[config.mk]
export PLATFORM = sky130hd
export DESIGN_NAME = mlfq_task_scheduler
export DESIGN_NICKNAME = d
export VERILOG_FILES = /design/src/mlfq_pkg.sv /design/src/mlfq_ram.sv /design/src/mlfq_ctrl.sv /design/src/mlfq_dp.sv /design/src/mlfq_task_scheduler.sv
export SDC_FILE = /design/constraint.sdc
export NUM_CORES = 2
export LEC_CHECK = 0
export BUFFER_PORTS_ARGS = -buffer_cell sky130_fd_sc_hd__buf_2
export CAP_MARGIN = 20
export CORE_MARGIN = 4
export CORE_UTILIZATION = 38
export DETAILED_ROUTE_END_ITERATION = 7
export SLEW_MARGIN = 20
export SYNTH_ARGS = -nofsm -noshare
export SYNTH_HDL_FRONTEND = slang
export SYNTH_HIERARCHICAL = 1
export SYNTH_SLANG_ARGS = --single-unit
[constraint.sdc]
create_clock -name clk_i -period 16.6 [get_ports clk_i]
set_clock_uncertainty 0.15 [all_clocks]
set_input_delay 0 -clock clk_i [delete_from_list [all_inputs] [get_ports clk_i]]
set_output_delay 0 -clock clk_i [all_outputs]
set_load 0.02 [all_outputs]
[src/mlfq_pkg.sv]
// ----------------------------------------------------------------------------
// MLFQ scheduler package
// Shared types, constants and codes of the feedback queue scheduler.
// ----------------------------------------------------------------------------
`default_nettype none
package mlfq_pkg;

  localparam int MaxTasks  = 64;
  localparam int Levels    = 3;
  localparam int IdW       = 6;
  localparam int CntW      = 7;
  localparam int LvlW      = 2;
  localparam int RingDepth = Levels * MaxTasks;
  localparam int RingAw    = 8;

  localparam logic [9:0]  QuantumReset = 10'd50;
  localparam logic [15:0] AllotReset   = 16'd200;

  typedef enum logic [1:0] {
    OP_ADMIT    = 2'd0,
    OP_DISPATCH = 2'd1,
    OP_BOOST    = 2'd2,
    OP_NONE     = 2'd3
  } op_e;

  typedef enum logic [1:0] {
    ST_OK     = 2'd0,
    ST_EMPTY  = 2'd1,
    ST_BUSY   = 2'd2,
    ST_ZEROSV = 2'd3
  } status_e;

  localparam logic CfgQuantum = 1'b0;
  localparam logic CfgAllot   = 1'b1;

  typedef struct packed {
    logic [1:0]  op;
    logic [5:0]  task_id;
    logic [1:0]  task_type;
    logic [15:0] service_time;
    logic [6:0]  io_odds;
    logic [6:0]  io_draw;
    logic [9:0]  io_length;
  } in_word_t;

  typedef struct packed {
    logic [1:0] status;
    logic [5:0] out_task;
    logic [1:0] out_type;
    logic [9:0] run_time;
    logic [9:0] busy_time;
    logic [1:0] level_after;
    logic       finished;
    logic       first_run;
  } out_word_t;

  // Per-slot task record, held in one memory.
  typedef struct packed {
    logic [15:0] remaining;
    logic [15:0] allot_left;
    logic [6:0]  odds;
    logic [1:0]  ttype;
    logic        never_run;
  } task_rec_t;

  localparam int RecW = $bits(task_rec_t);

  // Commands from the controller to the datapath.
  typedef struct packed {
    logic load_in;     // capture the input word
    logic adm_check;   // decide admit status
    logic adm_write;   // write record, push to level 0
    logic dsp_pick;    // choose level, read ring head
    logic dsp_empty;   // report nothing ready
    logic dsp_rdrec;   // read task record
    logic dsp_calc;    // compute run and write back
    logic bst_rd;      // read head of the level being drained
    logic bst_mv;      // move entry to level 0
    logic zero_out;    // produce all-zero ok result
    logic out_load;    // result register takes the word
  } cmd_t;

  typedef struct packed {
    logic [1:0] op;
    logic       adm_ok;
    logic       any_ready;
    logic       bst_more;
  } sts_t;

endpackage
`default_nettype wire

[src/mlfq_ram.sv]
// ----------------------------------------------------------------------------
// Generic RAM
// Single write port, single read port with registered read data.
// ----------------------------------------------------------------------------
`default_nettype none
module mlfq_ram #(
  parameter int Width = 8,
  parameter int Depth = 64
) (
  input  wire logic                     clk_i,
  input  wire logic                     we_i,
  input  wire logic [$clog2(Depth)-1:0] waddr_i,
  input  wire logic [Width-1:0]         wdata_i,
  input  wire logic [$clog2(Depth)-1:0] raddr_i,
  output logic [Width-1:0]              rdata_o
);
  logic [Width-1:0] mem_q [Depth];

  always_ff @(posedge clk_i) begin
    if (we_i) begin
      mem_q[waddr_i] <= wdata_i;
    end
    rdata_o <= mem_q[raddr_i];
  end
endmodule
`default_nettype wire

[src/mlfq_ctrl.sv]
// ----------------------------------------------------------------------------
// MLFQ controller
// Sequences admit, dispatch and boost operations over the datapath.
// ----------------------------------------------------------------------------
`default_nettype none
module mlfq_ctrl
  import mlfq_pkg::*;
(
  input  wire logic clk_i,
  input  wire logic rst_ni,
  input  wire logic in_valid_i,
  output logic      in_stall_o,
  output logic      out_valid_o,
  input  wire logic out_stall_i,
  input  wire sts_t sts_i,
  output cmd_t      cmd_o
);
  typedef enum logic [8:0] {
    S_IDLE  = 9'b000000001,
    S_DEC   = 9'b000000010,
    S_ADM   = 9'b000000100,
    S_DRD   = 9'b000001000,
    S_DREC  = 9'b000010000,
    S_DCALC = 9'b000100000,
    S_BRD   = 9'b001000000,
    S_BMV   = 9'b010000000,
    S_OUT   = 9'b100000000
  } state_e;

  state_e state_q, state_d;
  logic   ovalid_q, ovalid_d;

  // The result register frees when its word is taken.
  logic out_free;
  assign out_free = !ovalid_q || !out_stall_i;

  always_comb begin
    state_d  = state_q;
    ovalid_d = ovalid_q;
    cmd_o    = '0;
    if (ovalid_q && !out_stall_i) ovalid_d = 1'b0;
    case (state_q)
      S_IDLE: begin
        if (in_valid_i) begin
          cmd_o.load_in = 1'b1;
          state_d = S_DEC;
        end
      end
      S_DEC: begin
        case (sts_i.op)
          OP_ADMIT: begin
            cmd_o.adm_check = 1'b1;
            state_d = sts_i.adm_ok ? S_ADM : S_OUT;
          end
          OP_DISPATCH: begin
            if (sts_i.any_ready) begin
              cmd_o.dsp_pick = 1'b1;
              state_d = S_DRD;
            end else begin
              cmd_o.dsp_empty = 1'b1;
              state_d = S_OUT;
            end
          end
          OP_BOOST: begin
            cmd_o.zero_out = 1'b1;
            state_d = S_BRD;
          end
          default: begin
            cmd_o.zero_out = 1'b1;
            state_d = S_OUT;
          end
        endcase
      end
      S_ADM: begin
        cmd_o.adm_write = 1'b1;
        state_d = S_OUT;
      end
      S_DRD: begin
        cmd_o.dsp_rdrec = 1'b1;
        state_d = S_DREC;
      end
      S_DREC: begin
        state_d = S_DCALC;
      end
      S_DCALC: begin
        cmd_o.dsp_calc = 1'b1;
        state_d = S_OUT;
      end
      S_BRD: begin
        if (sts_i.bst_more) begin
          cmd_o.bst_rd = 1'b1;
          state_d = S_BMV;
        end else begin
          state_d = S_OUT;
        end
      end
      S_BMV: begin
        cmd_o.bst_mv = 1'b1;
        state_d = S_BRD;
      end
      S_OUT: begin
        if (out_free) begin
          cmd_o.out_load = 1'b1;
          ovalid_d = 1'b1;
          state_d = S_IDLE;
        end
      end
      default: state_d = S_IDLE;
    endcase
  end

  assign in_stall_o  = (state_q != S_IDLE);
  assign out_valid_o = ovalid_q;

  always_ff @(posedge clk_i or negedge rst_ni) begin
    if (!rst_ni) begin
      state_q  <= S_IDLE;
      ovalid_q <= 1'b0;
    end else begin
      state_q  <= state_d;
      ovalid_q <= ovalid_d;
    end
  end
endmodule
`default_nettype wire

[src/mlfq_dp.sv]
// ----------------------------------------------------------------------------
// MLFQ datapath
// Task record memory, level rings, configuration and run computation.
// ----------------------------------------------------------------------------
`default_nettype none
module mlfq_dp
  import mlfq_pkg::*;
(
  input  wire logic       clk_i,
  input  wire logic       rst_ni,
  input  wire in_word_t   in_word_i,
  input  wire logic       cfg_we_i,
  input  wire logic       cfg_index_i,
  input  wire logic [15:0] cfg_data_i,
  input  wire cmd_t       cmd_i,
  output sts_t            sts_o,
  output out_word_t       out_word_o
);
  in_word_t   in_q;
  out_word_t  res_q, res_d, oword_q;
  logic [9:0]  quantum_q;
  logic [15:0] allot_q;
  logic [MaxTasks-1:0] used_q;
  logic [IdW-1:0]  head_q [Levels];
  logic [CntW-1:0] cnt_q  [Levels];
  logic [LvlW-1:0] lvl_q;     // level popped from
  logic [IdW-1:0]  slot_q;

  // Memories
  logic            rec_we, ring_we;
  logic [IdW-1:0]  rec_waddr;
  task_rec_t       rec_wdata, rec_rdata;
  logic [RingAw-1:0] ring_waddr, ring_raddr;
  logic [IdW-1:0]  ring_wdata, ring_rdata;

  // The record is read from the popped slot, so it is ready in the compute cycle.
  mlfq_ram #(.Width(RecW), .Depth(MaxTasks)) u_rec (
    .clk_i   (clk_i),
    .we_i    (rec_we),
    .waddr_i (rec_waddr),
    .wdata_i (rec_wdata),
    .raddr_i (slot_q),
    .rdata_o (rec_rdata)
  );

  mlfq_ram #(.Width(IdW), .Depth(RingDepth)) u_ring (
    .clk_i   (clk_i),
    .we_i    (ring_we),
    .waddr_i (ring_waddr),
    .wdata_i (ring_wdata),
    .raddr_i (ring_raddr),
    .rdata_o (ring_rdata)
  );

  function automatic logic [RingAw-1:0] ring_addr(logic [LvlW-1:0] l, logic [IdW-1:0] p);
    return RingAw'(l) * RingAw'(MaxTasks) + RingAw'(p);
  endfunction

  // Highest-priority (lowest-numbered) non-empty level.
  logic [LvlW-1:0] pick_lvl;
  always_comb begin
    pick_lvl = LvlW'(Levels - 1);
    for (int l = Levels - 1; l >= 0; l--) begin
      if (cnt_q[l] != '0) pick_lvl = LvlW'(l);
    end
  end

  // Boost drains the highest non-empty level below level 0 first.
  logic [LvlW-1:0] blvl;
  always_comb begin
    blvl = LvlW'(Levels - 1);
    for (int l = Levels - 1; l >= 1; l--) begin
      if (cnt_q[l] != '0) blvl = LvlW'(l);
    end
  end

  // Run computation from the record read.
  logic [9:0]  io_time, qleft;
  logic [15:0] run, rem_new, all_new;
  logic [LvlW-1:0] new_lvl;
  always_comb begin
    io_time = '0;
    if ((in_q.io_draw < rec_rdata.odds) && (quantum_q != '0)) begin
      io_time = (in_q.io_length < quantum_q) ? in_q.io_length : quantum_q - 10'd1;
    end
    qleft = quantum_q - io_time;
    run = {6'd0, qleft};
    if (rec_rdata.remaining < run) run = rec_rdata.remaining;
    if (rec_rdata.allot_left < run) run = rec_rdata.allot_left;
    rem_new = rec_rdata.remaining - run;
    all_new = rec_rdata.allot_left - run;
    new_lvl = (lvl_q == LvlW'(Levels - 1)) ? lvl_q : lvl_q + LvlW'(1);
  end

  // Push target for memories.
  logic            push;
  logic [LvlW-1:0] push_lvl;
  logic [IdW-1:0]  push_slot;
  always_comb begin
    rec_we     = 1'b0;
    rec_waddr  = in_q.task_id;
    rec_wdata  = '0;
    push       = 1'b0;
    push_lvl   = '0;
    push_slot  = in_q.task_id;
    ring_raddr = ring_addr(blvl, head_q[blvl]);
    res_d      = res_q;
    if (cmd_i.adm_check) begin
      res_d = '0;
      res_d.out_task = in_q.task_id;
      if (used_q[in_q.task_id]) res_d.status = ST_BUSY;
      else if (in_q.service_time == '0) res_d.status = ST_ZEROSV;
    end
    if (cmd_i.adm_write) begin
      rec_we = 1'b1;
      rec_wdata.remaining  = in_q.service_time;
      rec_wdata.allot_left = allot_q;
      rec_wdata.odds       = in_q.io_odds;
      rec_wdata.ttype      = in_q.task_type;
      rec_wdata.never_run  = 1'b1;
      push = 1'b1;
    end
    if (cmd_i.dsp_pick) ring_raddr = ring_addr(pick_lvl, head_q[pick_lvl]);
    if (cmd_i.dsp_empty || cmd_i.zero_out) begin
      res_d = '0;
      if (cmd_i.dsp_empty) res_d.status = ST_EMPTY;
    end
    if (cmd_i.dsp_calc) begin
      rec_we    = 1'b1;
      rec_waddr = slot_q;
      rec_wdata.remaining  = rem_new;
      rec_wdata.allot_left = (all_new == '0) ? allot_q : all_new;
      rec_wdata.odds       = rec_rdata.odds;
      rec_wdata.ttype      = rec_rdata.ttype;
      rec_wdata.never_run  = 1'b0;
      res_d = '0;
      res_d.out_task  = slot_q;
      res_d.out_type  = rec_rdata.ttype;
      res_d.first_run = rec_rdata.never_run;
      res_d.run_time  = run[9:0];
      res_d.busy_time = run[9:0] + io_time;
      push_slot = slot_q;
      if (rem_new == '0) begin
        res_d.finished    = 1'b1;
        res_d.level_after = lvl_q;
      end else if (all_new == '0) begin
        push = 1'b1;
        push_lvl = new_lvl;
        res_d.level_after = new_lvl;
      end else begin
        push = 1'b1;
        push_lvl = lvl_q;
        res_d.level_after = lvl_q;
      end
    end
    if (cmd_i.bst_mv) begin
      push = 1'b1;
      push_slot = ring_rdata;
    end
    ring_we    = push;
    ring_wdata = push_slot;
    ring_waddr = ring_addr(push_lvl, head_q[push_lvl] + cnt_q[push_lvl][IdW-1:0]);
  end

  always_ff @(posedge clk_i) begin
    if (cmd_i.load_in) in_q <= in_word_i;
    if (cmd_i.dsp_pick) lvl_q <= pick_lvl;
    if (cmd_i.dsp_rdrec) slot_q <= ring_rdata;
    res_q <= res_d;
    if (cmd_i.out_load) oword_q <= res_q;
  end

  always_ff @(posedge clk_i or negedge rst_ni) begin
    if (!rst_ni) begin
      quantum_q <= QuantumReset;
      allot_q   <= AllotReset;
      used_q    <= '0;
      for (int l = 0; l < Levels; l++) begin
        head_q[l] <= '0;
        cnt_q[l]  <= '0;
      end
    end else begin
      if (cfg_we_i && cfg_index_i == CfgQuantum) quantum_q <= cfg_data_i[9:0];
      if (cfg_we_i && cfg_index_i == CfgAllot) allot_q <= cfg_data_i;
      if (cmd_i.adm_write) used_q[in_q.task_id] <= 1'b1;
      if (cmd_i.dsp_calc && rem_new == '0) used_q[slot_q] <= 1'b0;
      if (cmd_i.bst_rd) begin
        head_q[blvl] <= head_q[blvl] + IdW'(1);
        cnt_q[blvl]  <= cnt_q[blvl] - CntW'(1);
      end
      if (cmd_i.dsp_pick) begin
        head_q[pick_lvl] <= head_q[pick_lvl] + IdW'(1);
        cnt_q[pick_lvl]  <= cnt_q[pick_lvl] - CntW'(1);
      end
      if (push) cnt_q[push_lvl] <= cnt_q[push_lvl] + CntW'(1);
    end
  end

  logic any;
  always_comb begin
    any = 1'b0;
    for (int l = 0; l < Levels; l++) any = any | (cnt_q[l] != '0);
  end

  logic bmore;
  always_comb begin
    bmore = 1'b0;
    for (int l = 1; l < Levels; l++) bmore = bmore | (cnt_q[l] != '0);
  end

  assign sts_o.op        = in_q.op;
  assign sts_o.adm_ok    = !used_q[in_q.task_id] && (in_q.service_time != '0);
  assign sts_o.any_ready = any;
  assign sts_o.bst_more  = bmore;
  assign out_word_o      = oword_q;
endmodule
`default_nettype wire

[src/mlfq_task_scheduler.sv]
// ----------------------------------------------------------------------------
// MLFQ task scheduler top level
// Three-level feedback queue scheduler with controller and datapath.
// ----------------------------------------------------------------------------
// Admit adds a record write if accepted; dispatch adds ring read, record read and
// compute unless none is ready; boost adds a read and a move per moved task.
// One word is in work at a time; the record and ring memories set the pace.
// The result register lets the next word enter while a result waits.
// Reset clears slot use, ring heads and counts, and loads default registers.
`default_nettype none
module mlfq_task_scheduler
  import mlfq_pkg::*;
(
  input  wire logic        clk_i,
  input  wire logic        rst_ni,
  input  wire logic        in_valid_i,
  output logic             in_stall_o,
  input  wire in_word_t    in_data_i,
  output logic             out_valid_o,
  input  wire logic        out_stall_i,
  output out_word_t        out_data_o,
  input  wire logic        cfg_valid_i,
  output logic             cfg_ready_o,
  input  wire logic        cfg_index_i,
  input  wire logic [15:0] cfg_data_i
);
  cmd_t cmd;
  sts_t sts;

  assign cfg_ready_o = 1'b1;

  // With a stalled result the next word waits in the controller's output state.
  mlfq_ctrl u_ctrl (
    .clk_i       (clk_i),
    .rst_ni      (rst_ni),
    .in_valid_i  (in_valid_i),
    .in_stall_o  (in_stall_o),
    .out_valid_o (out_valid_o),
    .out_stall_i (out_stall_i),
    .sts_i       (sts),
    .cmd_o       (cmd)
  );

  mlfq_dp u_dp (
    .clk_i       (clk_i),
    .rst_ni      (rst_ni),
    .in_word_i   (in_data_i),
    .cfg_we_i    (cfg_valid_i),
    .cfg_index_i (cfg_index_i),
    .cfg_data_i  (cfg_data_i),
    .cmd_i       (cmd),
    .sts_o       (sts),
    .out_word_o  (out_data_o)
  );
endmodule
`default_nettype wire

Word level (Yosys, flattened, before mapping) --
Memories as Yosys holds them, arrays and structs flattened. A register that Yosys moved wholly into a read port is not among the register bits. Cells that the tools add are included.
Cells by class: add/subtract/negate cells 15, multipliers 0, divide/modulo/power cells 0, magnitude comparators 14, equality and inequality tests 15, shift-type cells 0, multiplexer cells 107, bitwise gates (word level) 10, reduce and logical (&&, ||, !) cells 30
Operators by type and width (number):
- 64-bit two-way mux | 2
- 42-bit two-way mux | 2
- 9-bit case mux with 8 select lines | 1
- 34-bit two-way mux | 2
- 64-bit AND | 1
- 64-bit NOT | 1
- 64-bit OR | 1
- 21-bit bitwise mux | 3
- 21-bit two-way mux | 3
- 7-bit two-way mux | 9
- 6-bit two-way mux | 10
- 16-bit zero test | 3
- 16-bit two-way mux | 3
- 9-bit two-way mux | 5
- 7-bit binary-select mux with 2-bit select | 3
- 7-bit demux with 2-bit select | 3
- 6-bit binary-select mux with 2-bit select | 3
- 18-bit bitwise mux | 2
- 18-bit two-way mux | 2
- 1-bit two-way mux | 33
- 32-bit two-way mux | 1
- 16-bit subtractor | 2
- 9-bit case mux with 3 select lines | 1
- 8-bit by 6-bit adder with 8-bit output | 3
- other kinds (50) | 92
Storage, ports and cells: register bits after elaboration 265, latch bits 0, RAM bits 3840, ROM bits 0, output and inout port bits 37, memories kept 2
Memories:
- u_dp.u_rec.mem_q | depth 64, bits a word 42, rd ports 1, clocked after memory_dff 1, wr ports 1, RTL line mlfq_ram.sv:17 | logic [Width-1:0] mem_q [Depth];
- u_dp.u_ring.mem_q | depth 192, bits a word 6, rd ports 1, clocked after memory_dff 1, wr ports 1, RTL line mlfq_ram.sv:17

Longest topological paths before layout --
depth in word-level cells 20, gate-level depth with buffers 72, gate-level depth less buffers 64

By module --
Netlist, hierarchy kept.
Modules (own cells, without submodules):
- mlfq_ram at u_dp.u_rec | instances 1, cells an instance 4352, area an instance 103347.9 sq um
- mlfq_ram at u_dp.u_ring | instances 1, cells an instance 2189, area an instance 45218.4 sq um
- mlfq_dp | instances 1, cells an instance 1962, area an instance 17673.2 sq um
- mlfq_ctrl | instances 1, cells an instance 65, area an instance 626.9 sq um
- mlfq_task_scheduler | instances 1, cells an instance 2, area an instance 11.3 sq um

Least setup slack after synthesis --
Ideal clock, no wire load.
path type register -> register, start point register u_dp.quantum_q[4], end point memory u_dp/u_rec/mem_q[0][14] (netlist bit), data pin, library setup time 702 ps, data arrival time 14304 ps, slack 1444 ps, stages on the path, launching flop included 56, buffers on the path 8, period minus slack after synthesis 15156 ps, path through dfstp_2 -> inv_1 -> ha_1 -> a21oi_1 -> a211oi_1 -> or3_1 -> nor2_1 -> clkbuf_1 -> a21oi_1 -> nand2b_1 -> ha_1 -> nor2b_1 -> o31a_1 -> o31a_1 -> o21ai_0 -> nand2b_1 -> xnor2_1 -> ha_1 -> [... 20 more ...] -> buf_2 -> buf_2 -> buf_2 -> a31o_2 -> ha_1 -> inv_1 -> o221ai_1 -> a32oi_1 -> a21o_1 -> maj3_1 -> a41oi_1 -> mux2i_1 -> nand4_1 -> nor4_2 -> buf_2 -> clkbuf_1 -> a21boi_0 -> o21ai_0
RTL lines:
- start, declared | RTL line mlfq_dp.sv:21 | logic [9:0] quantum_q;
- start signal, assigned | RTL line mlfq_dp.sv:175 | quantum_q <= QuantumReset;
- start signal, assigned | RTL line mlfq_dp.sv:183 | if (cfg_we_i && cfg_index_i == CfgQuantum) quantum_q <= cfg_data_i[9:0];
- end, declared | RTL line mlfq_ram.sv:17

Final worst setup path --
start point register u_dp.quantum_q[7], end point memory u_dp/u_ring/mem_q[141][2] (netlist bit) (enable)
On the way: cells in the longest elaborated chain, start to end 19, elaborated cells on any way between the ends 32
Ends and longest elaborated chain:
- 10-bit by 1-bit subtractor with 10-bit output, or another cell as far along | RTL line mlfq_dp.sv:84 | io_time = (in_q.io_length < quantum_q) ? in_q.io_length : quantum_q - 10'd1;
- 10-bit two-way mux or 1-bit logical AND (tied branches) | RTL line mlfq_dp.sv:84, mlfq_dp.sv:83
- 10-bit two-way mux | RTL line mlfq_dp.sv:83 | if ((in_q.io_draw < rec_rdata.odds) && (quantum_q != '0)) begin
- 10-bit subtractor (*) | RTL line mlfq_dp.sv:86 | qleft = quantum_q - io_time;
- 16-bit by 10-bit less-than comparator with 1-bit output | RTL line mlfq_dp.sv:88 | if (rec_rdata.remaining < run) run = rec_rdata.remaining;
- 16-bit two-way mux (*) | RTL line mlfq_dp.sv:88
- 16-bit less-than comparator | RTL line mlfq_dp.sv:89 | if (rec_rdata.allot_left < run) run = rec_rdata.allot_left;
- 16-bit two-way mux (*) | RTL line mlfq_dp.sv:89
- named net u_dp.run[0] | RTL line mlfq_dp.sv:79 | logic [15:0] run, rem_new, all_new;
- [... 3 more ...]
- 2-bit two-way mux (*) | RTL line mlfq_dp.sv:143 | if (rem_new == '0) begin
- 2-bit two-way mux (*) | RTL line mlfq_dp.sv:128 | if (cmd_i.dsp_calc) begin
- 2-bit NOT with 3-bit output (implied by the code) (*) | RTL line mlfq_dp.sv:162 | ring_waddr = ring_addr(push_lvl, head_q[push_lvl] + cnt_q[push_lvl][IdW-1:0]);
- 6-bit binary-select mux with 2-bit select or 7-bit binary-select mux with 2-bit select (tied branches) | RTL line mlfq_dp.sv:162
- 6-bit two-way mux (implied by the code) or 7-bit two-way mux (tied branches) (2 in a row)
- 6-bit adder (*) | RTL line mlfq_dp.sv:162
- 8-bit by 6-bit adder with 8-bit output (*) | RTL line mlfq_dp.sv:56 | return RingAw'(l) * RingAw'(MaxTasks) + RingAw'(p);
- named net u_dp.ring_waddr[5] | RTL line mlfq_dp.sv:33 | logic [RingAw-1:0] ring_waddr, ring_raddr;
- end, declared | RTL line mlfq_ram.sv:17
Mark *: on every way through the listed nets, which the timed path passes. The rest lies on a longest branch. The select of a mux whose other input is x is not followed.

==> results.cfg <==
[run_status]
status = finished, final reports clean

[setup_path]
r2r_cells = 68
cp_num_buf_inv = 13
reg2reg_setup_slack_ns = 0.80
start_kind = flip-flop
critical-path-top-delay-family = compound AO/OA/AOI/OAI gates
crit_top_cell = buf_4
cp.arrival_ns = 16.17
cpPeakStageDelay_ns = 0.49
cp-end-kind = flip-flop
critPathKind = reg -> reg
path_max_fanout = 16
reg2reg_to = u_dp/u_ring/mem_q[141][2]
r2r-start = u_dp/quantum_q[7]
required_ns = 16.97
crit_slowest_cell = nor4_4

[layout]
regArea_sq_mm = 0.1235
multiInputGateArea_sq_mm = 0.04228
nets = 9209
stdcell_area_sq_mm = 0.1911
nFillCells = 37254
drive_gt1_share_pct = 24.77
instances_no_fill = 15203
syn2layout_area_growth_pct = 14.53
fin_util_pct = 43.65

[detailed_routing]
vias = 89371
antenna_left = 0
wl_um = 469100
viasPerCell = 5.879
m1WireLength_um = 186900
wl_met2_um = 227100
routed-wl-met3_um = 36460
top_layer_used = met5
drtIter0Drc = 10967
drt_first_pass_iters = 6
routedWlPerCell_um = 30.86
drc = 0

[clock_tree]
path_clk_slew_ns = 0.06
cts_buffers = 410
cts_root_buf = clkbuf_16
clkLatencyLatePin_ns = 1.01
cts_sinks = 4153
cts.htree.levels = 5
cts_tree = done
cts_buffer_depth = 4

[yosys]
synth_edf_count = 3964
ys_ff_latch = 4153
synth_ff_type = edfxtp_1
synth_commonest_cells = 3964 x edfxtp_1, 957 x mux4_2, 498 x nor2_1
synthMostInstantiatedCell = edfxtp_1
netlist_instances = 8570
synth_async_sr_flop_share_pct = 3.347
synth.area.top_cells = edfxtp_1 71%, mux4_2 13%, dfrtp_1 2.0%
yosysTopAreaCellShare_pct = 71.33
netlist.top_cell.by_area = edfxtp_1
ys_types = 112
ys_seq_area_share_pct = 74.02
yosys_warnings = 6
syn_avg_cell_area_sq_um = 19.47
syn_area_sq_mm = 0.1669

[die]
std_cell_rows = 243
ios = 109
die_w_um = 670.7
core_area_sq_mm = 0.4378
start_util_pct = 38.12
die_h_um = 670.7
die-area_sq_mm = 0.4498

[sta]
tightest_slew_ns = 1.337
setup-violations-final = 0
slew_viol_final = 0
hold_violations = 0
finalCritPeriodShare_pct = 95.15
rsz0062_at_grt = true
hold_ws_ns = 0.1049
fin_crit_ns = 15.80
fmax_ghz = 0.06331
relSlewSlack_pct = 10.35

[pwr]
p_per_area_mw_per_mm2 = 135.2
leakage_uw = 0.05960
ir_drop_v = 0.0001234

[placement]
gp_congestion = 0.9187
io_buffers = 107
place_area_sq_mm = 0.1756
dp.cells = 14250
dpl.hpwl_um = 273100

[min_path]
whs_endpoint = u_dp/out_word_o[6]
min_path_type = in -> reg
holdPathStages = 4
hold_start = out_stall_i

[global_route]
grt_pass1_vias = 89481
antenna_found_initial = 13
grt_max_degree = 140
gr-total-overflow = 0
grt_pass1_wl_um = 667800
grt_util_all_layers_pct = 20.31

[run]
cap_viol_max_count = 0
[flip-flops by register name, indices dropped and copies added, names as in the netlist, 6 cells and up]
signal / flops
u_dp/u_rec/mem_q: 2688
u_dp/u_ring/mem_q: 1152
u_dp/used_q: 64
u_dp/in_q: 48
u_dp/u_rec/rdata_o: 42
u_dp/out_word_o: 34
u_dp/res_q: 34
u_dp/cnt_q: 21
u_dp/head_q: 18
u_dp/allot_q: 16
u_dp/quantum_q: 10
u_ctrl/state_q: 9
u_dp/slot_q: 6
u_dp/u_ring/rdata_o: 6
[final cells by class]
type / count / share of cell area, %
clock inverters: 235 / 1.240
diodes: 44 / 0.05761
clock buffers: 520 / 5.690
multi-input cells: 3853 / 22.12
inverters: 106 / 0.2134
well taps: 5757 / 3.769
repair buffers: 535 / 2.276
flip-flops and latches: 4153 / 64.63
[cells in the final DEF, fill, tap and decap left out, types with 73 or more instances in the layout]
master and count:
a22oi_1 128, mux2i_1 279, nand3_1 82, buf_4 259, dlygate4sd3_1 150, nor2_2 76, nor2_1 323, o22ai_1 79
clkbuf_16 412, mux4_2 957, edfxtp_1 3964, inv_1 93, clkbuf_1 92, nor2_4 101, mux2_2 73, nand2_1 281
dfrtp_1 132, buf_2 106, clkinv_1 99, ha_1 75, a21oi_1 274, o21ai_0 108
[tightest hold or removal path: cells and delay by family]
family / cells / cell delay (ns)
compound gates: 1 / 0.05
buf+inv: 3 / 0.93
[power breakdown]
part           switching, uW  internal, uW
clock                   3940          5260
combinational           3090          1720
sequential               128         11700
[worst max path at each step]
stage,endpoint,depth (start not counted),start,slack (ns)
final,u_dp/u_ring/mem_q[141][2],68,u_dp/quantum_q[7],0.80
after global routing,u_dp/u_ring/mem_q[141][1],67,u_dp/quantum_q[7],-0.13
after CTS,u_dp/u_ring/mem_q[167][3],67,u_dp/quantum_q[7],0.02
after detailed placement,u_dp/u_ring/mem_q[46][1],65,u_dp/quantum_q[7],-0.11
after global placement,u_dp/u_ring/mem_q[33][0],64,u_dp/quantum_q[4],0.03
after floorplan,u_dp/u_rec/mem_q[0][14],55,u_dp/quantum_q[4],1.44
[routing by layer]
metal | track usage (%) | vias to the layer above
met5 | 0 | -
met4 | 7.242 | 2
met3 | 3.130 | 826
met2 | 33.18 | 4225
met1 | 27.72 | 47828
li1 | - | 36490
[kinds of logic after synthesis]
family                     Yosys count  share of synthesized area [%]
buffers and inverters              569                          1.637
DFF                               4153                          74.02
adders and majority gates           89                         0.6643
AOI/OAI and AO/OA                 1103                          4.553
xor gates and xnor gates            81                         0.4251
muxes                             1317                          15.14
other                                2                       0.004500
and+or+nand+nor                   1256                          3.555
[through the flow]
stage                     TNS, ns  total power (uW)  worst slack [ns]
after floorplan                 0             15100             1.444
after global placement          0             16720           0.02590
after detailed placement   -7.724             16720           -0.1051
after CTS                       0             25920           0.01504
after global routing       -9.516             26770           -0.1313
final                           0             25840            0.8044
[what timing repair did]
item,4_1_cts,5_1_grt
endpoints found under the hold margin,302,0
hold buffers,151,0
pin swaps,0,1
buffers inserted,0,2
resized for setup,10,152
endpoints found under the setup margin,285,1152
Power figures use the tool's default switching activity.
